--- config.mk ---
export PLATFORM = sky130hd
export DESIGN_NAME = cbb_ram
export DESIGN_NICKNAME = d
export VERILOG_FILES = /design/src/design/cbb_ram.sv
export SDC_FILE = /design/constraint.sdc
export NUM_CORES = 2
export LEC_CHECK = 0
export BUFFER_PORTS_ARGS = -buffer_cell sky130_fd_sc_hd__buf_2
export CAP_MARGIN = 20
export CORE_ASPECT_RATIO = 0.8
export CORE_UTILIZATION = 54
export DETAILED_ROUTE_END_ITERATION = 12
export PLACE_DENSITY = 0.69
export SETUP_SLACK_MARGIN = 0.2
export SLEW_MARGIN = 20
export SYNTH_ARGS = -nofsm -noshare
export SYNTH_HDL_FRONTEND = slang
export SYNTH_SLANG_ARGS = --single-unit
--- constraint.sdc ---
create_clock -name clk_i -period 2.7 [get_ports clk_i]
set_input_delay 0.135 -clock clk_i [delete_from_list [all_inputs] [get_ports clk_i]]
set_output_delay 0.135 -clock clk_i [all_outputs]
set_load 0.02 [all_outputs]
--- src/design/cbb_ram.sv ---
// Generic single-write, single-read RAM with registered read data.
// No dependencies.
`default_nettype none
module cbb_ram #(
  parameter int unsigned WIDTH = 8,
  parameter int unsigned DEPTH = 256
) (
  input  wire logic                     clk_i,
  input  wire logic                     we_i,
  input  wire logic [$clog2(DEPTH)-1:0] waddr_i,
  input  wire logic [WIDTH-1:0]         wdata_i,
  input  wire logic [$clog2(DEPTH)-1:0] raddr_i,
  output logic      [WIDTH-1:0]         rdata_o
);
  logic [WIDTH-1:0] mem [DEPTH];

  always_ff @(posedge clk_i) begin
    if (we_i) begin
      mem[waddr_i] <= wdata_i;
    end
    rdata_o <= mem[raddr_i];
  end
endmodule
`default_nettype wire

# Word-level counts from Yosys, hierarchy flattened
# Memories as Yosys holds them, arrays and structs flattened. A register that Yosys moved wholly into a read port is not among the register bits.
# Cells that the tools add are included.
# totals
reg_bits	0
ramBits	2048
out_inout_bits	8
n_memories	1
# mem_list
memory	words	width	rd	rd_clocked_by_memory_dff	write_ports	line_no	source
mem	256	8	1	1	1	15	logic [WIDTH-1:0] mem [DEPTH];
# op_classes
mux	2
# op_table
cell	count
$mux W1	2

# Depth between registers and ports, before layout
# depth
depth_word	2
mapped_depth	11

# Worst setup path before layout
# No wires, ideal clock.
# synth_timing
kind	input-to-reg
start	in raddr_i[0]
end	reg rdata_o[2] (read register of mem)
arrival_ps	1942
path_slack_ps	627
stages	9
n_path_buf	4
path_cell_list	buf_6 -> buf_12 -> buf_8 -> buf_2 -> mux4_2 -> a22oi_1 -> a21oi_1 -> nor4_1 -> nor4_2
# synth_rtl
element	line_no	source
start: declaration	12	input wire logic [$clog2(DEPTH)-1:0] raddr_i,
end: declaration	13	output logic [WIDTH-1:0] rdata_o

==> Flow_metrics.wiki <==
{| class="wikitable"
! Metric !! Value
|-
| Result of the run || finished, final reports clean
|-
| Final HPWL DP || 130000 um
|-
| Setup CP Type || flip-flop to flip-flop
|-
| Worst-path cell with the longest stage delay || a2111oi_0
|-
| IR Drop Worst-Case VDD || about 0.53 mV
|-
| Least-Margin Pin Slew || ~1.2 ns
|-
| Clock latency on the worst-skew pair || approximately 0.83 ns
|-
| Global routing usage summed across all routing layers || between 20% and 30%
|-
| Clock slew seen by the registers of the worst setup and hold paths || 0.07 ns
|-
| Fraction of layout instances using a drive strength above 1 || 31.4%
|-
| CTS tree || built
|-
| Number of distinct standard cells referenced by the synthesized netlist || 55
|-
| Maximum clock frequency || roughly 0.41 GHz
|-
| Async S/R FF share, synth || 0%
|-
| Class of the tightest hold or removal check || input port to flip-flop
|-
| Crit path buffers/inverters || 0
|-
| Crit path setup slack, layout || 0.249 ns
|-
| Number of setup violations in the final report || 0
|-
| Highest net fanout along the worst path || 1
|-
| Post-Syn Instances || roughly 3700
|-
| Hold Vio Cnt, Final || 0
|-
| Vias per cell || between 6 and 7
|-
| Worst Path Required || ~3.4 ns
|-
| Layout Cell Area excl Fill || between 90000 and 100000 um2
|-
| Number of buffers created by CTS || around 190
|-
| Wire length of the first global-routing pass || just under 300000 um
|-
| Maximum capacitance violations || 0
|-
| Final clock skew || around 0.035 ns
|-
| Full die area || around 150000 um2
|-
| Gp weighted congestion || approximately 0.9
|-
| Proportion of netlist area held by the largest area contributor || between 70% and 80%
|-
| Std-Cell Rows || between 100 and 150
|-
| Total vias in the final route || 41100
|-
| LEAKAGE || approximately 30 nW
|-
| Layout filler cell count || about 9800
|-
| Final worst-path cycle share || between 90% and 100%
|-
| Post-route DRC violation count || 0
|-
| Critical Path AT || ~3.2 ns
|-
| Startpoint type of the worst setup path || flip-flop
|-
| Number of buffers added on ports || 33
|-
| CTS H-tree depth || 4
|-
| Count of buffers added by post-CTS timing repair for setup || 0
|-
| Placed Cells || between 6000 and 7000
|-
| Ys Warns || 0
|-
| Pre-CTS setup slack || -1.21 ns
|-
| Std-Cell Core Area || 146000 um2
|-
| Largest net degree at the start of global routing || between 100 and 150
|-
| TritonRoute pass-1 iters || 5
|-
| Average wire length per cell after detail routing || between 30 and 40 um
|-
| Antenna violations before repair || 5
|-
| # nets final || between 4000 and 5000
|-
| Cell accounting for the most synthesized area || edfxtp_1
|-
| Most common cell after layout, fill and taps aside || edfxtp_1
|-
| Most frequent cells in the layout || 2048 x edfxtp_1, 582 x buf_4, 454 x mux4_2
|-
| Maximum clock path buffer count || 3
|-
| Number of synthesized flops with an enable pin || a little over 2000
|-
| Multi-input gate area in the final layout || ~17000 um2
|-
| Max Slew Vio Count || 0
|-
| Initial Utilization || 54.6%
|-
| Die Height || roughly 350 um
|-
| Average footprint of a synthesized cell || approximately 21 um2
|-
| Cell area after technology mapping || 79600 um2
|-
| Placed Area || 86600 um2
|-
| Number of clock sinks || a little over 2000
|-
| Number of nets in the synthesized netlist || between 3000 and 4000
|-
| Power density of the placed cells || about 700 nW/um2
|-
| Layout overhead on the synthesized area || 16.5%
|-
| Chip width || 431 um
|-
| Element type at the critical path end || flip-flop
|-
| IO Pins || 34
|-
| Final critical-path required period || 2.45 ns
|-
| Starting DRC count in detailed routing || approximately 5500
|-
| Overflow left after global routing || 0
|-
| Worst hold margin || ~0.062 ns
|-
| Count of nets left with antenna violations after detail routing || 0
|-
| Top FF cell, synth || edfxtp_1
|-
| Top post-synthesis cells by area || edfxtp_1 77%, mux4_2 13%, mux2i_1 1.7%, nor2_1 1.3%, a22oi_1 1.3%
|-
| Final Instance Count excl. Fillers || 6508
|-
| Largest stage delay, worst path || between 1 and 1.5 ns
|-
| Clock root buffer || clkbuf_16
|-
| Unrepaired setup endpoints after global routing || true
|-
| Via count of the first global-routing pass || about 40000
|-
| Final routed wirelength across all metal layers || approximately 200000 um
|-
| Delay-heaviest family, CP || compound AO/OA/AOI/OAI gates
|-
| Headroom to the max-slew limit || a little under a quarter
|-
| Sequential fraction of the synthesis area || 77.5%
|-
| Number of storage elements in the synthesis netlist || 2056
|-
| Chain of cells forming the critical path || mux4_2 -> o22a_1 -> o21ai_0 -> a2111oi_0 -> nor3_1 -> nor4_2
|-
| FF/Latch Area || 61700 um2
|-
| Total Power Consumption || ~65 mW
|}
-- cells by family (layout without fill, tap and decap cells) --
| kind of cell | after synthesis | after routing | share of synthesized area, % |
|---|---|---|---|
| multiplexers | 591 | 591 | 14.6 |
| buffers and inverters | 235 | 1038 | 1.83 |
| AND/OR/NAND/NOR | 466 | 466 | 2.63 |
| other | 0 | 4 | 0 |
| flip-flops | 2056 | 2056 | 77.5 |
| AO/OA/AOI/OAI | 385 | 385 | 3.42 |
-- where the power goes --
part,switching [mW],total [mW],internal (mW)
Sequential,0.0639,35.2,35.2
Clock,11.5,25.6,14.1
Combinational,2.23,3.68,1.44
Total,13.8,64.6,50.8
-- worst min-delay path, stage by stage --
cell and delay (ns):
buf_2 0.17, nand3_1 0.14, nor2_1 0.21
-- final timing paths --
check                        startpoint                    end  slack (ns)  cells past startpoint
setup reg to reg  mem[160][2]$_DFFE_PP_     rdata_o[2]$_DFF_P_        0.25                      6
hold reg to reg    mem[32][5]$_DFFE_PP_     rdata_o[5]$_DFF_P_        1.01                      6
setup / recovery  mem[160][2]$_DFFE_PP_     rdata_o[2]$_DFF_P_        0.25                      6
hold / removal               waddr_i[6]  mem[220][3]$_DFFE_PP_        0.06                      3
-- layout make-up --
type | instances | area share (%)
flip-flops and latches | 2056 | 66.5
multi-input cells | 1442 | 17.9
clock buffers | 241 | 5.39
diodes | 4 | 0.0108
inverters | 2 | 0.00810
clock inverters | 104 | 0.942
repair buffers | 691 | 6.54
well taps | 1968 | 2.66
-- metal layers --
layer | track usage [%] | part of all wire (%) | vias to the layer above
li1 | - | - | 17000
met4 | 7.18 | 2.3 | 4
met1 | 41.2 | 41 | 21500
met5 | 0 | 0.014 | -
met3 | 7.50 | 12 | 287
met2 | 39.4 | 45 | 2367
-- cell usage after synthesis, types with 31 or more instances --
library cell  number
edfxtp_1        2048
mux4_2           454
nor2_1           282
mux2i_1          134
a22oi_1          133
clkbuf_1         111
a21oi_1           96
o221ai_1          46
nand3_1           34
nand2_1           33
buf_2             31
nor2b_1           31
-- timing repair --
action	4_1_cts	5_1_grt
hold buffers	10	0
hold endpoints to repair	585	0
gates resized for setup	10	6
pin swaps	1	2
setup endpoints to repair	4	4
-- per-stage QoR --
stage          util [%]  setup TNS [ns]
2_1_floorplan         -               0
3_3_place_gp       59.4           -5.31
3_5_place_dp       59.4           -3.96
4_1_cts            63.6               0
5_1_grt            63.6               0
6_report           63.6               0
-- registers in the layout, indices dropped and copies added, names as in the netlist --
register	flops
mem	2048
rdata_o	8
Note: power is estimated with default switching activity, not from simulation.
