<file path="config.mk">
export PLATFORM = sky130hd
export DESIGN_NAME = cbb_job_fifo
export DESIGN_NICKNAME = d
export VERILOG_FILES = /design/src/design/cbb_pkg.sv /design/src/design/cbb_job_fifo.sv
export SDC_FILE = /design/constraint.sdc
export NUM_CORES = 1
export LEC_CHECK = 0
export ABC_AREA = 1
export ABC_CLOCK_PERIOD_IN_PS = 2900
export BUFFER_PORTS_ARGS = -buffer_cell sky130_fd_sc_hd__buf_4
export CAP_MARGIN = 30
export CORE_MARGIN = 8
export CORE_UTILIZATION = 47
export CTS_CLUSTER_SIZE = 20
export DETAILED_ROUTE_END_ITERATION = 12
export HOLD_SLACK_MARGIN = 0.1
export PLACE_DENSITY = 0.75
export SLEW_MARGIN = 20
export SYNTH_ARGS = -nofsm -noshare
export SYNTH_HDL_FRONTEND = slang
export SYNTH_SLANG_ARGS = --single-unit
</file>
<file path="constraint.sdc">
create_clock -name clk_i -period 2.9 [get_ports clk_i]
set_input_delay 0.145 -clock clk_i [delete_from_list [all_inputs] [get_ports clk_i]]
set_output_delay 0.145 -clock clk_i [all_outputs]
set_load 0.01 [all_outputs]
</file>
<file path="src/design/cbb_pkg.sv">
// Shared types and constants of the clipped box blur unit.
// No dependencies; every other design file but cbb_ram refers to this package by scoped names.
`default_nettype none
package cbb_pkg;

  localparam int unsigned MAX_WIDTH   = 1024;
  localparam int unsigned MAX_HALF    = 7;
  localparam int unsigned ROW_LIMIT   = 1024;
  localparam int unsigned STORE_DEPTH = (2 * MAX_HALF + 1) * MAX_WIDTH;

  localparam int unsigned CFG_W   = 11;
  localparam int unsigned POS_W   = 10;
  localparam int unsigned HALF_W  = $clog2(MAX_HALF + 1);
  localparam int unsigned IDX_W   = 20;
  localparam int unsigned ADDR_W  = $clog2(STORE_DEPTH);
  localparam int unsigned PIX_W   = 8;
  localparam int unsigned SUM_W   = 16;
  localparam int unsigned CNT_W   = 8;

  localparam logic [1:0] REG_FRAME_WIDTH  = 2'd0;
  localparam logic [1:0] REG_FRAME_HEIGHT = 2'd1;
  localparam logic [1:0] REG_KERNEL_SIZE  = 2'd2;

  // Clamped frame geometry seen by the datapath.
  typedef struct packed {
    logic [CFG_W-1:0]  width;
    logic [CFG_W-1:0]  height;
    logic [HALF_W-1:0] half;
    logic [IDX_W-1:0]  lag;
  } geom_t;

  // One output job handed from the front to the back.
  typedef struct packed {
    logic [POS_W-1:0]  row;
    logic [POS_W-1:0]  col;
    logic [IDX_W-1:0]  newest_idx;
    logic [ADDR_W-1:0] newest_addr;
    logic              last;
  } job_t;

  typedef struct packed {
    logic              we;
    logic [ADDR_W-1:0] addr;
    logic [PIX_W-1:0]  data;
  } store_wr_t;

endpackage
`default_nettype wire

</file>
<file path="src/design/cbb_job_fifo.sv">
// Two-entry queue of output jobs between the front and the back.
// Depends on cbb_pkg for the job type.
`default_nettype none
module cbb_job_fifo (
  input  wire logic          clk_i,
  input  wire logic          rst_ni,
  input  wire logic          push_i,
  input  wire cbb_pkg::job_t push_data_i,
  output logic               full_o,
  input  wire logic          pop_i,
  output logic               valid_o,
  output cbb_pkg::job_t      pop_data_o
);
  cbb_pkg::job_t mem_q [2];
  logic          wr_ptr_q, rd_ptr_q;
  logic [1:0]    count_q;

  assign full_o     = (count_q == 2'd2);
  assign valid_o    = (count_q != 2'd0);
  assign pop_data_o = mem_q[rd_ptr_q];

  always_ff @(posedge clk_i) begin
    if (push_i) begin
      mem_q[wr_ptr_q] <= push_data_i;
    end
  end

  always_ff @(posedge clk_i or negedge rst_ni) begin
    if (!rst_ni) begin
      wr_ptr_q <= 1'b0;
      rd_ptr_q <= 1'b0;
      count_q  <= 2'd0;
    end else begin
      if (push_i) wr_ptr_q <= ~wr_ptr_q;
      if (pop_i)  rd_ptr_q <= ~rd_ptr_q;
      if (push_i && !pop_i)      count_q <= count_q + 2'd1;
      else if (!push_i && pop_i) count_q <= count_q - 2'd1;
    end
  end

`ifndef ASSERT_OFF
  a_no_overflow: assert property (@(posedge clk_i) disable iff (!rst_ni)
    full_o |-> !push_i || pop_i) else $error("job queue overflow");
  a_no_underflow: assert property (@(posedge clk_i) disable iff (!rst_ni)
    pop_i |-> valid_o) else $error("job queue underflow");
  a_count_range: assert property (@(posedge clk_i) disable iff (!rst_ni)
    count_q != 2'd3) else $error("job queue count out of range");
`endif
endmodule
`default_nettype wire

</file>
# Word-level counts from Yosys, hierarchy flattened
# Memory sizes are Yosys's and may differ from the RTL's.
# Index checks and enable logic that the tools add are counted.
[word_totals]
regBits = 4
ramBits = 110
input_bits = 59
word_cells = 19
mem_count = 1
[op_classes]
n_addsub = 2
n_eq_ne = 1
mux = 4
bitwise = 2
reduce_logical = 6
[memory_table]
columns = ["memory", "words", "width", "read_ports", "rd_ports_with_merged_regs", "write_ports", "line", "source"]
rows = [
  ["mem_q", 2, 55, 1, 0, 1, "cbb_job_fifo.sv:14", "cbb_pkg::job_t mem_q [2];"],
]
[ops]
columns = ["cell", "count"]
rows = [
  ["2-to-1 mux 2 bit", 2],
  ["nonzero test 2 bit", 2],
  ["adder 2 x 1 -> 2 bit (second input constant)", 1],
  ["== test 2 bit (second input constant)", 1],
  ["logical AND 1 bit", 2],
  ["zero test 1 bit", 2],
  ["2-to-1 mux 1 bit", 2],
  ["inverter 1 bit", 2],
  ["subtractor 2 x 1 -> 2 bit (second input constant)", 1],
]

# Longest topological paths before layout
# Gate-level depths: netlist of run 1.
[logic_depth]
ltp_word = 4
ltp_mapped = 7

# Least setup slack after synthesis of run 1
# Ideal clock, no wire load.
[synth_path]
kind = "register -> register"
startpoint = "reg wr_ptr_q"
endpoint = "mem mem_q[0][0] (netlist bit) (enable)"
setup_ps = 469
t_arrival_ps = 2715
t_required_ps = 2431
path_slack_ps = -284
path_stages_with_launch = 2
n_path_buf = 0
path_cell_list = "dfrtp_1 > nor2_1"
[synth_rtl]
columns = ["element", "line", "source"]
rows = [
  ["start, declared", "cbb_job_fifo.sv:15", "logic wr_ptr_q, rd_ptr_q;"],
  ["start signal, assigned", "cbb_job_fifo.sv:34", "if (push_i) wr_ptr_q <= ~wr_ptr_q;"],
  ["end, declared", "cbb_job_fifo.sv:14", ""],
]
# No word-level cell before the write port.

==> results of run 1 <==
==> state kept, by name, indices dropped and copies added (netlist names) <==
register / flops
count_q: 2
mem_q: 110
rd_ptr_q: 1
wr_ptr_q: 1
==> routing by layer <==
metal  track usage  vias to the layer above
met5             0                        -
met4        0.0459                        0
met3        0.0714                        6
met2         0.257                       88
met1         0.147                     1206
li1              -                     1148
==> per-stage QoR <==
stage          hold WS, ps  instance area (um^2)  worst slack, ps  total power [mW]   util
6_report               383                  6510              653              6.18  0.715
5_1_grt                351                  6510              549              6.44  0.715
4_1_cts                349                  6490              556              6.22  0.713
3_5_place_dp         -55.0                  5340             1100              4.20  0.586
3_3_place_gp         -53.8                  5340             1100              4.16  0.586
2_1_floorplan         -151                  4340              629              3.45      -
==> worst max-delay path, stage by stage (launching register included) <==
cell and delay (ps):
sky130_fd_sc_hd__dfrtp_4 800, sky130_fd_sc_hd__buf_12 290, sky130_fd_sc_hd__mux2_2 360, sky130_fd_sc_hd__buf_4 150
==> cell type report <==
type                            count  area share
Tap cell                          111      0.0213
Sequential cell                   114       0.523
Timing Repair Buffer              179       0.233
Clock inverter                     13      0.0219
Multi-Input combinational cell     69       0.132
Clock buffer                       19      0.0648
Inverter                            7     0.00404
==> synth_stat cells <==
cell / n / area share
sky130_fd_sc_hd__nand2_1: 6 / 0.0052
sky130_fd_sc_hd__buf_2: 1 / 0.0012
sky130_fd_sc_hd__edfxtp_1: 110 / 0.76
sky130_fd_sc_hd__dfrtp_1: 4 / 0.023
sky130_fd_sc_hd__inv_1: 7 / 0.0061
sky130_fd_sc_hd__xnor2_1: 1 / 0.0020
sky130_fd_sc_hd__nand3_1: 1 / 0.0012
sky130_fd_sc_hd__xor2_1: 2 / 0.0040
sky130_fd_sc_hd__mux2_2: 15 / 0.039
sky130_fd_sc_hd__nand4_1: 1 / 0.0014
sky130_fd_sc_hd__buf_6: 5 / 0.013
sky130_fd_sc_hd__ha_1: 1 / 0.0029
sky130_fd_sc_hd__mux2_4: 40 / 0.14
sky130_fd_sc_hd__nor2_1: 2 / 0.0017
==> layout by cell type, fill, tap and decap left out <==
cell type,n
sky130_fd_sc_hd__dlygate4sd3_1,59
sky130_fd_sc_hd__clkbuf_1,2
sky130_fd_sc_hd__buf_4,118
sky130_fd_sc_hd__nand2_1,6
sky130_fd_sc_hd__edfxtp_1,110
sky130_fd_sc_hd__nor2_1,1
sky130_fd_sc_hd__nor2_4,1
sky130_fd_sc_hd__bufinv_16,3
sky130_fd_sc_hd__xnor2_1,1
sky130_fd_sc_hd__inv_2,1
sky130_fd_sc_hd__dfrtp_1,3
sky130_fd_sc_hd__xor2_1,2
sky130_fd_sc_hd__buf_12,2
sky130_fd_sc_hd__clkbuf_8,1
sky130_fd_sc_hd__nand4_1,1
sky130_fd_sc_hd__clkinv_1,2
sky130_fd_sc_hd__nand3_1,1
sky130_fd_sc_hd__mux2_4,40
sky130_fd_sc_hd__ha_1,1
sky130_fd_sc_hd__dfrtp_4,1
sky130_fd_sc_hd__clkbuf_16,16
sky130_fd_sc_hd__clkinv_2,6
sky130_fd_sc_hd__mux2_2,15
sky130_fd_sc_hd__clkinvlp_4,2
sky130_fd_sc_hd__inv_1,6
==> cells by family (layout without fill, tap and decap cells) <==
| group | after synthesis | count (layout) | share of synthesized area |
|---|---|---|---|
| adders and majority gates | 1 | 1 | 0.00288 |
| muxes | 55 | 55 | 0.177 |
| buffers and inverters | 13 | 218 | 0.0202 |
| and+or+nand+nor | 10 | 10 | 0.00951 |
| xor gates and xnor gates | 3 | 3 | 0.00605 |
| DFF | 114 | 114 | 0.784 |
==> path summary, 6_finish.rpt <==
path                       cells after the start              to
hold reg to reg                                2      count_q[1]
setup / recovery                               3  pop_data_o[47]
max in group asynchronous                      3        rd_ptr_q
min in group asynchronous                      3        rd_ptr_q
hold / removal                                 2    mem_q[1][44]
setup reg to reg                               3    mem_q[1][27]
==> power by group through the flow <==
stage                     Combinational [mW]  Sequential (mW)  Clock (mW)
after floorplan                         1.15             2.30           0
after global placement                  1.66             2.50           0
after detailed placement                1.68             2.52           0
after CTS                               1.75             2.49        1.98
after global routing                    1.95             2.44        2.05
final                                   1.83             2.40        1.94
==> timing repair <==
| item | in CTS | in global routing |
|---|---|---|
| endpoints found under the hold margin | 117 | 0 |
| hold buffers | 59 | 0 |
| setup endpoints to repair | 0 | 0 |
==> impl_metrics.csv, run 1 <==
group,metric,value,unit
detailed_routing,drt-wirelength-per-cell,17.3,um
detailed_routing,routed_via_density,4.78,
timing,tns,0,ps
detailed_routing,drt_total_wl,8880,um
power_and_ir_drop,switching_share,0.263,
job,drv.max_cap_violation_count,0,
die,die_w,112,um
clock_network,numClockSinks,114,
worst_setup_path,worstPathArrival,2100,ps
place,port_buffers,115,
clock_network,clock_insertion_delay_worst_skew,490,ps
min_path,min_from,"push_data_i[44]",
power_and_ir_drop,cellInternalPower,4.55,mW
worst_setup_path,worst_path_class_setup,"flip-flop to output pin",
clock_network,tritoncts,"done",
worst_setup_path,reg_to_reg_critical_path_startpoint,"wr_ptr_q",
synth,synth_cells,196,
power_and_ir_drop,seq_power_share,0.389,
worst_setup_path,cp-start-kind,"flip-flop",
timing,period_needed,2250,ps
synth,count_of_yosys_warnings_during_synthesis,0,
power_and_ir_drop,power.static_leakage,2.65,nW
detailed_routing,ant_nets,0,
clock_network,worst_setup_hold_path_clk_slew,50,ps
min_path,worst_hold_path_type,"input port to flip-flop",
detailed_routing,detail_route.iter0.violations,94,
power_and_ir_drop,vdd.ir_drop.worst,0.000528,V
synth,syn-cell-area,4340,um^2
synth,synth_seq_cells,114,
power_and_ir_drop,pwr_density_cell,949,nW/um^2
synth,post_synthesis_cell_type_count,14,
detailed_routing,met1_length,3400,um
power_and_ir_drop,switchingPower,1.62,mW
layout,final_layout_size_suffix_gt1_frac,0.514,
grt,grt_pass1_wl,14000,um
die,placement_row_count,35,
worst_setup_path,timing.critical_path.required,2760,ps
synth,synth_area_per_cell,22.1,um^2
clock_network,numCtsBuffers,17,
worst_setup_path,kind_of_capture_point_of_the_worst_setup_path,"output pin",
timing,slew_at_the_pin_with_the_worst_max_slew_slack,723,ps
detailed_routing,wl_met3,685,um
detailed_routing,first_pass_iters,4,
worst_setup_path,reg2reg_setup_slack,1190,ps
clock_network,htree_num_levels,4,
timing,grt_setup_unrepaired,"no",
layout,fill_cells,585,
timing,timing.fmax,0.445,GHz
layout,area_delta_synth_final,50.0,%
detailed_routing,drt_drc_violations_left,0,
synth,postSynthNetCount,256,
layout,final-seq-area,3410,um^2
detailed_routing,route.vias.total,2448,
layout,antenna_cells_inserted,0,
timing,final_max_slew_viol_count,0,
grt,grt_antenna_before_repair,0,
place,final_weighted_congestion_in_routability_driven_placement,0.686,
die,die-area,12600,um^2
worst_setup_path,setup.worst_path.start,"rd_ptr_q",
die,die-height,112,um
timing,number_of_setup_violations_in_the_final_report,0,
layout,finish.net_count,448,
grt,grt_use_total,0.145,
power_and_ir_drop,share_clk_of_total_power,0.315,
clock_network,max-clock-path-buffers,2,
clock_network,post_cts_buffers,0,
detailed_routing,met2WireLength,4730,um
detailed_routing,maxUsedRoutingLayer,"met4",
die,initial_core_util,0.477,
timing,period_share,0.775,
grt,first_global_vias,2796,
worst_setup_path,critPathMaxFanout,33,
run_status,status,"finished clean",
synth,register_area_share_after_synthesis,0.784,
clock_network,clock_tree.root_cell,"sky130_fd_sc_hd__clkbuf_8",
place,numPlacedInstances,420,
grt,grt_remaining_overflow,0,
layout,final_cells,512,
clock_network,post_cts.resized_instances,0,
place,hpwl_after_detailed_placement,5620,um
timing,worst_slew_margin_rel,0.517,
timing,final.setup_skew,5.52,ps
die,coreArea,9110,um^2
layout,multiInputGateArea,857,um^2
timing,finalHoldViolCount,0,
power_and_ir_drop,power.combinational.fraction,0.296,
die,ioPinCount,116,
grt,maximum_number_of_pins_on_one_net_before_global_route_repair,57,
(Power assumes the default switching activity.)
==> run 2: changes to the inputs <==
--- a/config.mk
+++ b/config.mk
@@ -6,15 +6,15 @@
 export NUM_CORES = 1
 export LEC_CHECK = 0
 export ABC_AREA = 1
-export ABC_CLOCK_PERIOD_IN_PS = 2900
+export ABC_CLOCK_PERIOD_IN_PS = 2300
 export BUFFER_PORTS_ARGS = -buffer_cell sky130_fd_sc_hd__buf_4
 export CAP_MARGIN = 30
 export CORE_MARGIN = 8
-export CORE_UTILIZATION = 47
+export CORE_UTILIZATION = 52
 export CTS_CLUSTER_SIZE = 20
 export DETAILED_ROUTE_END_ITERATION = 12
 export HOLD_SLACK_MARGIN = 0.1
-export PLACE_DENSITY = 0.75
+export PLACE_DENSITY = 0.79
 export SLEW_MARGIN = 20
 export SYNTH_ARGS = -nofsm -noshare
 export SYNTH_HDL_FRONTEND = slang
==> constraint.sdc (replaced) <==
create_clock -name clk_i -period 2.3 [get_ports clk_i]
set_input_delay 0.115 -clock clk_i [delete_from_list [all_inputs] [get_ports clk_i]]
set_output_delay 0.115 -clock clk_i [all_outputs]
set_load 0.01 [all_outputs]
==> impl_metrics.csv, run 2 (synthesis gave the netlist of run 1 again) <==
group,metric,value,unit
layout,largest_register_ffs,110,
grt,grt_use_total,0.164,
min_path,worst_hold_path_type,"input port to flip-flop",
layout,max_flop_register,"mem_q",
timing,timing.final.ws_setup,170,ps
timing,final.setup_skew,6.56,ps
place,numPlacedInstances,416,
timing,number_of_setup_violations_in_the_final_report,0,
clock_network,post_cts.resized_instances,0,
clock_network,clock_insertion_delay_worst_skew,490,ps
clock_network,tritoncts,"done",
clock_network,numCtsBuffers,17,
die,die-height,107,um
die,die_w,107,um
clock_network,htree_num_levels,4,
layout,final_cells,507,
detailed_routing,first_pass_iters,4,
timing,period_share,0.926,
timing,tns,0,ps
clock_network,worst_setup_hold_path_clk_slew,60,ps
power_and_ir_drop,pwr_density_cell,1180,nW/um^2
detailed_routing,wl_met3,530,um
layout,layout_commonest_cell,"sky130_fd_sc_hd__buf_4",
detailed_routing,routed_via_density,4.81,
timing,worst_slew_margin_rel,0.706,
timing,slew_at_the_pin_with_the_worst_max_slew_slack,441,ps
die,placement_row_count,33,
layout,fill_cells,426,
layout,final_layout_size_suffix_gt1_frac,0.511,
place,detailedPlace.worstSlack,660,ps
worst_setup_path,critPathMaxFanout,26,
detailed_routing,maxUsedRoutingLayer,"met4",
clock_network,numClockSinks,114,
worst_setup_path,timing.critical_path.required,2180,ps
die,coreArea,8180,um^2
timing,finalHoldViolCount,0,
layout,largest_registers,"mem_q: 110 flops, count_q: 2 flops",
clock_network,post_cts_buffers,0,
detailed_routing,drt-wirelength-per-cell,17.8,um
clock_network,clock_tree.root_cell,"sky130_fd_sc_hd__clkbuf_8",
place,hpwl_after_detailed_placement,5460,um
place,final_weighted_congestion_in_routability_driven_placement,0.675,
timing,final_max_slew_viol_count,0,
layout,finish.instance_area,6490,um^2
worst_setup_path,worstPathArrival,2010,ps
layout,area_delta_synth_final,49.5,%
die,ioPinCount,116,
job,drv.max_cap_violation_count,0,
die,die-area,11500,um^2
detailed_routing,ant_nets,0,
layout,layout.cells.most_common_list,"sky130_fd_sc_hd__buf_4, sky130_fd_sc_hd__edfxtp_1, sky130_fd_sc_hd__dlygate4sd3_1",
timing,timing.fmax,0.470,GHz
layout,finish.net_count,449,
run_status,status,"finished clean",
detailed_routing,detail_route.iter0.violations,122,
detailed_routing,met2WireLength,5040,um
worst_setup_path,worst_path_class_setup,"flip-flop to output pin",
timing,grt_setup_unrepaired,"no",
detailed_routing,met1_length,3340,um
place,placed_area,5360,um^2
place,port_buffers,115,
detailed_routing,drt_drc_violations_left,0,
worst_setup_path,cp-start-kind,"flip-flop",
die,initial_core_util,0.531,
detailed_routing,drt_total_wl,9010,um
detailed_routing,route.vias.total,2440,
grt,first_global_vias,2783,
power_and_ir_drop,power.static_leakage,2.64,nW
worst_setup_path,kind_of_capture_point_of_the_worst_setup_path,"output pin",
grt,grt_antenna_before_repair,0,
grt,grt_remaining_overflow,0,
clock_network,max-clock-path-buffers,2,
timing,period_needed,2130,ps
grt,grt_pass1_wl,14200,um
power_and_ir_drop,vdd.ir_drop.worst,0.000868,V
grt,maximum_number_of_pins_on_one_net_before_global_route_repair,32,
## run 2: cell types whose count changed in the layout (fill, tap and decap cells not counted)
cell,delta
sky130_fd_sc_hd__clkinvlp_4,+1
sky130_fd_sc_hd__clkinv_4,+1
sky130_fd_sc_hd__bufinv_16,-1
sky130_fd_sc_hd__buf_4,+1
sky130_fd_sc_hd__diode_2,+1
sky130_fd_sc_hd__clkinv_2,-3
sky130_fd_sc_hd__clkinv_1,+1
## run 2: layer usage
metal / up-vias / track usage
met1: 1199 / 0.165
li1: 1149 / -
met5: - / 0
met4: 0 / 0.0496
met3: 9 / 0.0719
met2: 83 / 0.297
## run 2: repair_timing
| item | CTS | global route |
|---|---|---|
| setup endpoints to repair | 0 | 0 |
| endpoints found under the hold margin | 118 | 0 |
| hold buffers | 59 | 0 |
## run 2: cell type report
| class | instances | area [um^2] | area share |
|---|---|---|---|
| multi-input combinational | 69 | 857 | 0.132 |
| inverter | 7 | 26.3 | 0.00405 |
| clock inverter | 12 | 118 | 0.0181 |
| tap | 105 | 131 | 0.0203 |
| antenna | 1 | 2.50 | 0.000386 |
| clock buffer | 19 | 422 | 0.0650 |
| sequential | 114 | 3410 | 0.525 |
| timing repair buffer | 180 | 1520 | 0.235 |
## run 2: power by group
part | total (mW) | internal, mW | switching (mW)
sequential | 3.00 | 2.77 | 0.230
clock | 2.34 | 1.51 | 0.830
combinational | 2.33 | 1.36 | 0.979
total | 7.68 | 5.64 | 2.04
## run 2: per-stage QoR
stage / util / hold slack [ps] / total power, mW
4_1_cts: 0.793 / 321 / 7.76
6_report: 0.794 / 348 / 7.68
5_1_grt: 0.793 / 323 / 8.03
2_1_floorplan: - / -181 / 4.35
3_3_place_gp: 0.655 / -86.3 / 5.26
3_5_place_dp: 0.655 / -85.7 / 5.31
## run 2: final timing paths
path	from	endpoint	slack, ps	cells after the start
max	rd_ptr_q	pop_data_o[49]	170	3
min	push_data_i[11]	mem_q[0][11]	350	2
max reg2reg	wr_ptr_q	mem_q[1][43]	820	3
min reg2reg	count_q[1]	count_q[1]	500	2
max in group asynchronous	rst_ni	rd_ptr_q	1570	3
min in group asynchronous	rst_ni	count_q[1]	540	3
## run 2: worst max-delay path, stage by stage (launching register included)
cell                      delay, ps
sky130_fd_sc_hd__dfrtp_4        700
sky130_fd_sc_hd__buf_4          310
sky130_fd_sc_hd__mux2_2         360
sky130_fd_sc_hd__buf_4          150
