**src/design/cbb_pkg.sv**
```systemverilog
// Shared types and constants of the clipped box blur unit.
// No dependencies; every other design file but cbb_ram refers to this package by scoped names.
`default_nettype none
package cbb_pkg;

  localparam int unsigned MAX_WIDTH   = 1024;
  localparam int unsigned MAX_HALF    = 7;
  localparam int unsigned ROW_LIMIT   = 1024;
  localparam int unsigned STORE_DEPTH = (2 * MAX_HALF + 1) * MAX_WIDTH;

  localparam int unsigned CFG_W   = 11;
  localparam int unsigned POS_W   = 10;
  localparam int unsigned HALF_W  = $clog2(MAX_HALF + 1);
  localparam int unsigned IDX_W   = 20;
  localparam int unsigned ADDR_W  = $clog2(STORE_DEPTH);
  localparam int unsigned PIX_W   = 8;
  localparam int unsigned SUM_W   = 16;
  localparam int unsigned CNT_W   = 8;

  localparam logic [1:0] REG_FRAME_WIDTH  = 2'd0;
  localparam logic [1:0] REG_FRAME_HEIGHT = 2'd1;
  localparam logic [1:0] REG_KERNEL_SIZE  = 2'd2;

  // Clamped frame geometry seen by the datapath.
  typedef struct packed {
    logic [CFG_W-1:0]  width;
    logic [CFG_W-1:0]  height;
    logic [HALF_W-1:0] half;
    logic [IDX_W-1:0]  lag;
  } geom_t;

  // One output job handed from the front to the back.
  typedef struct packed {
    logic [POS_W-1:0]  row;
    logic [POS_W-1:0]  col;
    logic [IDX_W-1:0]  newest_idx;
    logic [ADDR_W-1:0] newest_addr;
    logic              last;
  } job_t;

  typedef struct packed {
    logic              we;
    logic [ADDR_W-1:0] addr;
    logic [PIX_W-1:0]  data;
  } store_wr_t;

endpackage
`default_nettype wire

```
**src/design/cbb_if.sv**
```systemverilog
// Handshake interfaces for the input and result channels of the blur unit.
// Depends on cbb_pkg for field widths.
`default_nettype none
interface cbb_in_if;
  logic                        valid;
  logic                        ready;
  logic                        cmd;
  logic [cbb_pkg::PIX_W-1:0]   pixel_in;
  modport source (output valid, output cmd, output pixel_in, input ready);
  modport sink   (input valid, input cmd, input pixel_in, output ready);
endinterface

`default_nettype wire

```
**src/design/cbb_front.sv**
```systemverilog
// Front end: accepts items, writes pixels into the line store and queues output jobs.
// Depends on cbb_pkg and cbb_if.
`default_nettype none
module cbb_front (
  input  wire logic                clk_i,
  input  wire logic                rst_ni,
  cbb_in_if.sink                   in_if,
  input  wire cbb_pkg::geom_t      geom_i,
  input  wire logic                cfg_clear_i,
  input  wire logic                fifo_full_i,
  output logic                     push_o,
  output cbb_pkg::job_t            job_o,
  output cbb_pkg::store_wr_t       store_wr_o
);
  logic [cbb_pkg::POS_W-1:0]  in_row_q, in_col_q, out_row_q, out_col_q;
  logic                       done_q;
  logic [cbb_pkg::IDX_W-1:0]  idx_q, last_idx_q;
  logic [cbb_pkg::ADDR_W-1:0] addr_q, last_addr_q;

  logic accept, is_pix, is_drain, emit, in_last, out_last;
  logic [cbb_pkg::CFG_W-1:0]  w_m1, h_m1;
  logic [cbb_pkg::ADDR_W:0]   addr_inc;

  assign in_if.ready = !fifo_full_i;
  assign accept      = in_if.valid && in_if.ready;
  assign is_pix      = !in_if.cmd && !done_q;
  assign is_drain    = in_if.cmd && done_q;
  assign emit        = is_pix ? (idx_q >= geom_i.lag) : is_drain;
  assign w_m1        = geom_i.width - 11'd1;
  assign h_m1        = geom_i.height - 11'd1;
  assign in_last     = ({1'b0, in_row_q} == h_m1) && ({1'b0, in_col_q} == w_m1);
  assign out_last    = ({1'b0, out_row_q} == h_m1) && ({1'b0, out_col_q} == w_m1);
  assign addr_inc    = {1'b0, addr_q} + 15'd1;

  assign push_o            = accept && emit;
  assign job_o.row         = out_row_q;
  assign job_o.col         = out_col_q;
  assign job_o.newest_idx  = is_pix ? idx_q : last_idx_q;
  assign job_o.newest_addr = is_pix ? addr_q : last_addr_q;
  assign job_o.last        = out_last;

  assign store_wr_o.we   = accept && is_pix;
  assign store_wr_o.addr = addr_q;
  assign store_wr_o.data = in_if.pixel_in;

  always_ff @(posedge clk_i or negedge rst_ni) begin
    if (!rst_ni) begin
      in_row_q    <= '0;
      in_col_q    <= '0;
      out_row_q   <= '0;
      out_col_q   <= '0;
      done_q      <= 1'b0;
      idx_q       <= '0;
      addr_q      <= '0;
      last_idx_q  <= '0;
      last_addr_q <= '0;
    end else if (cfg_clear_i) begin
      in_row_q  <= '0;
      in_col_q  <= '0;
      out_row_q <= '0;
      out_col_q <= '0;
      done_q    <= 1'b0;
      idx_q     <= '0;
      addr_q    <= '0;
    end else if (accept) begin
      if (emit && out_last) begin
        // The frame's last result returns every position to the start.
        in_row_q  <= '0;
        in_col_q  <= '0;
        out_row_q <= '0;
        out_col_q <= '0;
        done_q    <= 1'b0;
        idx_q     <= '0;
        addr_q    <= '0;
      end else begin
        if (is_pix) begin
          last_idx_q  <= idx_q;
          last_addr_q <= addr_q;
          idx_q       <= idx_q + 20'd1;
          if (addr_inc >= 15'(cbb_pkg::STORE_DEPTH)) addr_q <= '0;
          else                                       addr_q <= addr_inc[cbb_pkg::ADDR_W-1:0];
          if (in_last) begin
            done_q <= 1'b1;
          end else if ({1'b0, in_col_q} == w_m1) begin
            in_col_q <= '0;
            in_row_q <= in_row_q + 10'd1;
          end else begin
            in_col_q <= in_col_q + 10'd1;
          end
        end
        if (emit) begin
          if ({1'b0, out_col_q} == w_m1) begin
            out_col_q <= '0;
            out_row_q <= out_row_q + 10'd1;
          end else begin
            out_col_q <= out_col_q + 10'd1;
          end
        end
      end
    end
  end
endmodule
`default_nettype wire

```
**src/flat_wrapper.sv**
```systemverilog
// flat-port wrapper written by rule: the top's interface ports become plain ports
module cbb_front_flat 
  (clk_i, rst_ni, geom_i, cfg_clear_i, fifo_full_i, push_o, job_o, store_wr_o, in_if_valid, in_if_cmd, in_if_pixel_in, in_if_ready);
  cbb_in_if in_if_i ();
  input  wire logic clk_i;
  input  wire logic rst_ni;
  input  wire cbb_pkg::geom_t geom_i;
  input  wire logic cfg_clear_i;
  input  wire logic fifo_full_i;
  output logic push_o;
  output cbb_pkg::job_t job_o;
  output cbb_pkg::store_wr_t store_wr_o;
  input wire logic [$bits(in_if_i.valid)-1:0] in_if_valid;
  input wire logic [$bits(in_if_i.cmd)-1:0] in_if_cmd;
  input wire logic [$bits(in_if_i.pixel_in)-1:0] in_if_pixel_in;
  output wire logic [$bits(in_if_i.ready)-1:0] in_if_ready;
  assign in_if_i.valid = in_if_valid;
  assign in_if_i.cmd = in_if_cmd;
  assign in_if_i.pixel_in = in_if_pixel_in;
  assign in_if_ready = in_if_i.ready;
  cbb_front u_core (.clk_i(clk_i), .rst_ni(rst_ni), .in_if(in_if_i), .geom_i(geom_i), .cfg_clear_i(cfg_clear_i), .fifo_full_i(fifo_full_i), .push_o(push_o), .job_o(job_o), .store_wr_o(store_wr_o));
endmodule
```
**config.mk**
```make
export PLATFORM = sky130hd
export DESIGN_NAME = cbb_front_flat
export DESIGN_NICKNAME = d
export VERILOG_FILES = /design/src/design/cbb_pkg.sv /design/src/design/cbb_if.sv /design/src/design/cbb_front.sv /design/src/flat_wrapper.sv
export SDC_FILE = /design/constraint.sdc
export NUM_CORES = 1
export LEC_CHECK = 0
export BUFFER_PORTS_ARGS = -buffer_cell sky130_fd_sc_hd__buf_2
export CAP_MARGIN = 20
export CORE_MARGIN = 2
export CORE_UTILIZATION = 62
export CTS_CLUSTER_SIZE = 28
export DETAILED_ROUTE_END_ITERATION = 10
export PLACE_DENSITY_LB_ADDON = 0.25
export SETUP_SLACK_MARGIN = 0.3
export SKIP_LAST_GASP = 1
export SYNTH_ARGS = -nofsm -noshare
export SYNTH_HDL_FRONTEND = slang
export SYNTH_SLANG_ARGS = --single-unit
```
**constraint.sdc**
```tcl
create_clock -name clk_i -period 5 [get_ports clk_i]
set_clock_uncertainty 0.05 [all_clocks]
set_input_delay 0.75 -clock clk_i [delete_from_list [all_inputs] [get_ports clk_i]]
set_output_delay 0.75 -clock clk_i [all_outputs]
set_load 0.005 [all_outputs]
```
# == After elaboration in Yosys (flattened, before gate mapping) ==
# Index checks and enable logic that the tools add are counted.
# totals
latchBits,0
mem_count,0
regBits,109
rom_bits,0
input_bits,59
ramBits,0
wordCells,89
out_inout_bits,80
# classes
mul,0
eq_ne,5
bitwise_logic,2
muxes,39
n_shift,0
div_mod_pow,0
order_cmp,2
add_sub_neg,8
n_reduce_logical,24
# ops
op,count
10-bit 2-to-1 mux,22
20-bit 2-to-1 mux,5
14-bit 2-to-1 mux,6
10-bit by 11-bit equality test with 1-bit output,4
"10-bit by 1-bit adder with 10-bit output, second input constant",4
"11-bit by 1-bit subtractor with 11-bit output, second input constant",2
"20-bit by 1-bit adder with 20-bit output, second input constant",1
20-bit >= comparator,1
"14-bit by 1-bit adder with 15-bit output, second input constant",1
"15-bit by 14-bit >= comparator with 1-bit output, second input constant",1
3-bit nonzero test,5
3-bit AND reduction,4
1-bit logical AND,8
1-bit 2-to-1 mux,6
2-bit AND reduction,2
4-bit AND reduction,1
1-bit zero test,3
"3-bit inequality test, second input constant",1
1-bit inverter,2
2-bit nonzero test,1

# == Longest topological paths before layout ==
# depth
depth_word,8
ltp_mapped,13
depth_no_buf,10

# == Least setup slack after synthesis ==
# Ideal clock, no wire load.
# synth_timing
kind,input to output
from,in geom_i[38] (netlist bit)
to,out job_o[0] (netlist bit)
n_path_buf,2
path_stages,8
t_required_ns,4.200
slack_ns,1.152
arrival_time_ns,3.048
cell_sequence,clkbuf_1 > or4_1 > nor3_2 > xnor2_1 > nand3_1 > or4b_2 > nor4_1 > buf_4
# synth_between
elab_chain_cells,3
# synth_lines
item,line,text
"start, declared",flat_wrapper.sv:7,input wire cbb_pkg::geom_t geom_i;
11-bit by 1-bit subtractor with 11-bit output,cbb_front.sv:29,assign w_m1 = geom_i.width - 11'd1;
10-bit by 11-bit equality test with 1-bit output,cbb_front.sv:32,"assign out_last = ({1'b0, out_row_q} == h_m1) && ({1'b0, out_col_q} == w_m1);"
1-bit logical AND,cbb_front.sv:32,
"end, declared",flat_wrapper.sv:11,output cbb_pkg::job_t job_o;
# Every way passes these cells.

==> report_table.html <==
<table>
<tr><th>Metric</th><th>Value</th></tr>
<tr><th colspan="2">Run status</th></tr>
<tr><td>Status</td><td>complete, no violations</td></tr>
<tr><th colspan="2">Worst setup path</th></tr>
<tr><td>Worst setup path startpoint</td><td>geom_i[34]</td></tr>
<tr><td>Number of cells traversed by the worst register-to-register path</td><td>9</td></tr>
<tr><td>Maximum fanout along the worst path</td><td>7</td></tr>
<tr><td>Critical path required time</td><td>4.20 ns</td></tr>
<tr><td>Worst setup EP type</td><td>primary output</td></tr>
<tr><td>Reg-to-reg critical path startpoint</td><td>u_core.idx_q[2]$_DFFE_PN0P_</td></tr>
<tr><td>Crit path launch type</td><td>input port</td></tr>
<tr><td>Arrival time reported for the critical path endpoint</td><td>roughly 3.3 ns</td></tr>
<tr><td>Critical path class</td><td>in -&gt; out</td></tr>
<tr><th colspan="2">Floorplanning</th></tr>
<tr><td>Area of the placeable core</td><td>0.0126 mm2</td></tr>
<tr><td>Chip height</td><td>118 um</td></tr>
<tr><td># IOs</td><td>139</td></tr>
<tr><td># rows</td><td>just over 40</td></tr>
<tr><td>Effective utilization at floorplan</td><td>between 60% and 70%</td></tr>
<tr><td>Horiz. Die Dim</td><td>118 um</td></tr>
<tr><td>Total die area</td><td>0.0138 mm2</td></tr>
<tr><th colspan="2">STA</th></tr>
<tr><td>Setup TNS after final layout</td><td>0 ns</td></tr>
<tr><td>Final worst-path setup slack</td><td>0.903 ns</td></tr>
<tr><td>Slew of the pin with the lowest slew margin</td><td>just under 1 ns</td></tr>
<tr><td>Crit share post-route</td><td>a little over 80%</td></tr>
<tr><td>Final hold violations</td><td>0</td></tr>
<tr><td>Unrepaired setup endpoints after global routing</td><td>no</td></tr>
<tr><td>Number of failing setup endpoints in the final timing report</td><td>0</td></tr>
<tr><td>Fin crit period</td><td>a little over 4 ns</td></tr>
<tr><td>Final Max Tran Viols</td><td>0</td></tr>
<tr><td>Max-Slew Margin vs Limit</td><td>35.0%</td></tr>
<tr><td>Timing-limited maximum frequency</td><td>244 MHz</td></tr>
<tr><th colspan="2">Power</th></tr>
<tr><td>Cell internal power dissipation</td><td>between 0.001 and 0.0015 W</td></tr>
<tr><td>Seq pwr share</td><td>slightly below 50%</td></tr>
<tr><td>Portion of total power attributed to the clock network</td><td>a little over a third</td></tr>
<tr><td>Final Power</td><td>~0.0019 W</td></tr>
<tr><td>Net switching component of the power</td><td>0.000537 W</td></tr>
<tr><td>Total power per unit cell area</td><td>around 210 mW/mm2</td></tr>
<tr><td>VDD IR-drop max</td><td>0.183 mV</td></tr>
<tr><td>Sw Ratio</td><td>28.4%</td></tr>
<tr><td>Logic gate share of total power</td><td>14.7%</td></tr>
<tr><td>Leakage power figure</td><td>approximately 4.3 nW</td></tr>
<tr><th colspan="2">Placed design</th></tr>
<tr><td>Number of buffer cells added on primary ports</td><td>approximately 120</td></tr>
<tr><td>Final GP Congestion</td><td>approximately 0.90</td></tr>
<tr><td>Placed Instance Area</td><td>roughly 0.0086 mm2</td></tr>
<tr><td>Total half-perimeter wirelength after legalization and detailed placement</td><td>~14,000 um</td></tr>
<tr><td>Worst slack at placement</td><td>approximately 0.89 ns</td></tr>
<tr><th colspan="2">Final layout</th></tr>
<tr><td>Number of fill cells</td><td>roughly 1,100</td></tr>
<tr><td>Layout-stage area growth over the synthesis result</td><td>11.0%</td></tr>
<tr><td>Final design instance area without fill</td><td>slightly below 0.009 mm2</td></tr>
<tr><td>Register cell area after layout</td><td>about 0.0027 mm2</td></tr>
<tr><td>Utilization after layout</td><td>a little over two thirds</td></tr>
<tr><td>Antenna diode instance count</td><td>0</td></tr>
<tr><td>Total area of multi-input combinational cells</td><td>approximately 0.0048 mm2</td></tr>
<tr><td>Layout Nets</td><td>about 1,100</td></tr>
<tr><td>Fraction of final layout cells sized beyond drive strength 1</td><td>slightly above 20%</td></tr>
<tr><th colspan="2">Global routing</th></tr>
<tr><td>Antenna violations before repair</td><td>0</td></tr>
<tr><td>Number of global-route vias before repair</td><td>approximately 6,900</td></tr>
<tr><td>GR Overflow Total</td><td>0</td></tr>
<tr><td>Pin count of the biggest net entering global routing</td><td>75</td></tr>
<tr><td>Tot GR Track Use</td><td>roughly 28%</td></tr>
<tr><td>Wire length of the first global-routing pass</td><td>approximately 33,000 um</td></tr>
<tr><th colspan="2">Logic synthesis</th></tr>
<tr><td>Number of flops mapped to enable cells by yosys</td><td>0</td></tr>
<tr><td>Cell area after synthesis</td><td>between 0.007 and 0.008 mm2</td></tr>
<tr><td>Cells after synthesis</td><td>949</td></tr>
<tr><td>Warnings, synthesis</td><td>0</td></tr>
<tr><td>Sequential-to-total area share from yosys stat</td><td>between 30 and 40%</td></tr>
<tr><td>Unique cell type count in the Yosys netlist</td><td>between 70 and 80</td></tr>
<tr><td>Post-synthesis async set-or-reset flop share</td><td>100%</td></tr>
<tr><td>Prevailing post-synth register cell</td><td>sky130_fd_sc_hd__dfrtp_1</td></tr>
<tr><td>Mapped Nets</td><td>between 1,000 and 1,500</td></tr>
<tr><td>Count of state elements after synthesis</td><td>109</td></tr>
<tr><td>Avg Cell Area, Syn</td><td>about 8.4 um2</td></tr>
<tr><th colspan="2">Route</th></tr>
<tr><td>Max Used Layer</td><td>met4</td></tr>
<tr><td>Met1 Wirelength</td><td>between 8000 and 9000 um</td></tr>
<tr><td>Vias</td><td>around 7,400</td></tr>
<tr><td>Residual antenna-violating net count after detailed routing</td><td>0</td></tr>
<tr><td>Violation count after the first detailed-route iteration</td><td>between 400 and 500</td></tr>
<tr><td>DRC violations left</td><td>0</td></tr>
<tr><td>First-pass iteration count of the detailed router</td><td>5</td></tr>
<tr><td>Routed WL</td><td>slightly below 20,000 um</td></tr>
<tr><td>Detail-routed net length per standard cell</td><td>16.1 um</td></tr>
<tr><td>Wire length on met2</td><td>between 9000 and 10,000 um</td></tr>
<tr><td>Detail Route met3 WL</td><td>1130 um</td></tr>
<tr><td>Post-detailed-route via-to-cell ratio</td><td>~6.1</td></tr>
<tr><th colspan="2">Clocking</th></tr>
<tr><td>Number of buffers inserted by post-CTS setup repair</td><td>0</td></tr>
<tr><td>Maximum buffer depth of the clock tree</td><td>2</td></tr>
<tr><td>Total of hold buffers inserted after clock tree synthesis</td><td>0</td></tr>
<tr><td>CTS root buffer</td><td>sky130_fd_sc_hd__clkbuf_16</td></tr>
<tr><td>Max H-tree Level</td><td>3</td></tr>
<tr><td>Clk slew on worst S/H paths</td><td>0.07 ns</td></tr>
<tr><td>Insertion delay to the later sink of the worst-skew pair</td><td>0.35 ns</td></tr>
<tr><td>Total clock sinks</td><td>between 100 and 150</td></tr>
<tr><td>Clock tree from TritonCTS</td><td>done</td></tr>
<tr><td>Count of instances resized after the clock tree is built</td><td>0</td></tr>
<tr><td>TritonCTS buffer count</td><td>9</td></tr>
<tr><th colspan="2">Hold path</th></tr>
<tr><td>Number of instances on the worst hold path</td><td>1</td></tr>
<tr><td>Worst Min Path Start</td><td>u_core.last_addr_q[5]$_DFFE_PN0P_</td></tr>
<tr><td>Hold Path Class</td><td>reg -&gt; reg</td></tr>
<tr><th colspan="2">Job</th></tr>
<tr><td>Reported max-cap violation count</td><td>0</td></tr>
</table>
==> kinds of logic after synthesis <==
kind of cell	Yosys count	share of synthesized area, %
muxes	39	5.48
DFF	109	34.1
AOI/OAI and AO/OA	221	18.6
adders and majority gates	28	4.38
buffers and inverters	101	6.02
xor gates and xnor gates	56	6.30
and+or+nand+nor	395	25.1
==> synth_stat cells, types with 4 or more instances <==
cell type / count / area share (%)
sky130_fd_sc_hd__a21o_1: 6 / 0.56
sky130_fd_sc_hd__buf_6: 5 / 0.70
sky130_fd_sc_hd__o22ai_1: 8 / 0.63
sky130_fd_sc_hd__xnor2_1: 35 / 3.8
sky130_fd_sc_hd__nor2b_1: 14 / 1.1
sky130_fd_sc_hd__or2_2: 5 / 0.39
sky130_fd_sc_hd__and2_1: 4 / 0.31
sky130_fd_sc_hd__nand2_1: 156 / 7.3
sky130_fd_sc_hd__and3_1: 23 / 1.8
sky130_fd_sc_hd__nor2_1: 45 / 2.1
sky130_fd_sc_hd__nand3_1: 31 / 1.9
sky130_fd_sc_hd__buf_4: 14 / 1.3
sky130_fd_sc_hd__xor2_1: 20 / 2.2
sky130_fd_sc_hd__inv_1: 44 / 2.1
sky130_fd_sc_hd__ha_1: 28 / 4.4
sky130_fd_sc_hd__mux2_2: 38 / 5.4
sky130_fd_sc_hd__nor3_1: 19 / 1.2
sky130_fd_sc_hd__a31oi_1: 8 / 0.63
sky130_fd_sc_hd__nand2b_1: 7 / 0.55
sky130_fd_sc_hd__o21ai_0: 51 / 3.2
sky130_fd_sc_hd__a22o_1: 19 / 2.1
sky130_fd_sc_hd__a211oi_1: 11 / 1.0
sky130_fd_sc_hd__nor4_1: 16 / 1.3
sky130_fd_sc_hd__a32oi_1: 7 / 0.77
sky130_fd_sc_hd__nor3b_1: 5 / 0.47
sky130_fd_sc_hd__clkbuf_1: 25 / 1.2
sky130_fd_sc_hd__o31ai_1: 10 / 0.94
sky130_fd_sc_hd__or4_1: 15 / 1.4
sky130_fd_sc_hd__dfrtp_1: 109 / 34
sky130_fd_sc_hd__buf_2: 10 / 0.63
sky130_fd_sc_hd__a21oi_1: 56 / 3.5
sky130_fd_sc_hd__or3_1: 25 / 2.0
sky130_fd_sc_hd__nand4_1: 9 / 0.70
==> worst paths after layout <==
kind                                                     endpoint  slack (ns)
worst max-delay path                                     job_o[0]        0.90
worst min-delay path            u_core.last_addr_q[5]$_DFFE_PN0P_        0.46
worst max register to register     u_core.in_col_q[0]$_DFFE_PN0P_        1.40
worst min register to register  u_core.last_addr_q[5]$_DFFE_PN0P_        0.46
max in group asynchronous            u_core.addr_q[8]$_DFFE_PN0P_        3.33
min in group asynchronous         u_core.out_row_q[7]$_DFFE_PN0P_        0.47
==> through the flow <==
step / instances / hold slack [ns]
after floorplan: 949 / 0.404
after global routing: 1211 / 0.472
final: 1211 / 0.458
after global placement: 1195 / 0.435
after detailed placement: 1195 / 0.442
after CTS: 1211 / 0.459
==> layout by cell type (no fill, tap or decap), drive strengths merged, types with 4 or more instances in the layout <==
| cell type | n |
|---|---|
| inv | 48 |
| or4 | 15 |
| nand2 | 156 |
| a211oi | 11 |
| ha | 28 |
| o22ai | 8 |
| dfrtp | 109 |
| xnor2 | 35 |
| a31oi | 8 |
| nor3b | 5 |
| or2 | 5 |
| and3 | 23 |
| a21o | 6 |
| nand3 | 31 |
| o21ai | 54 |
| mux2 | 38 |
| a211o | 4 |
| a32oi | 7 |
| a21oi | 58 |
| clkbuf | 10 |
| o31ai | 10 |
| nor3 | 20 |
| nand4 | 10 |
| nor2b | 14 |
| and2 | 4 |
| nor2 | 46 |
| a22o | 19 |
| o211ai | 5 |
| or3 | 25 |
| nor4 | 18 |
| nand2b | 7 |
| a311oi | 4 |
| buf | 131 |
| xor2 | 20 |
==> power groups by stage <==
stage	clock, W	combinational [W]	sequential, W
finish	0.000689	0.000278	0.000926
detailed placement	0	0.000278	0.000943
floorplan	0	0.000190	0.000937
global route	0.000727	0.000311	0.000929
global placement	0	0.000272	0.000942
CTS	0.000695	0.000279	0.000925
==> registers in the layout, indices dropped and copies added, names as in the netlist <==
register and flops:
u_core.idx_q 20, u_core.last_idx_q 20, u_core.addr_q 14, u_core.last_addr_q 14, u_core.in_col_q 10, u_core.in_row_q 10, u_core.out_col_q 10, u_core.out_row_q 10
u_core.done_q 1
==> area by class of cell <==
| cell class | instances | share of cell area [%] |
|---|---|---|
| clock buffer | 10 | 2.58 |
| inverter | 44 | 1.86 |
| timing repair buffer | 131 | 7.75 |
| sequential | 109 | 30.7 |
| multi-input combinational | 739 | 54.1 |
| tap | 172 | 2.42 |
| clock inverter | 6 | 0.564 |
==> per-layer routing <==
metal	up-vias	GRT usage, %
li1	3601	-
met1	3513	37.4
met2	240	48.8
met4	0	7.83
met5	-	0
met3	19	4.07
==> critical path, cell delays in order <==
cell and delay (ns):
sky130_fd_sc_hd__buf_2 0.14, sky130_fd_sc_hd__or4_1 0.67, sky130_fd_sc_hd__nor3_2 0.25, sky130_fd_sc_hd__xnor2_1 0.17, sky130_fd_sc_hd__nand3_1 0.09, sky130_fd_sc_hd__or4b_2 0.70
sky130_fd_sc_hd__nor4_1 0.34, sky130_fd_sc_hd__buf_2 0.17
Power figures use the tool's default switching activity.
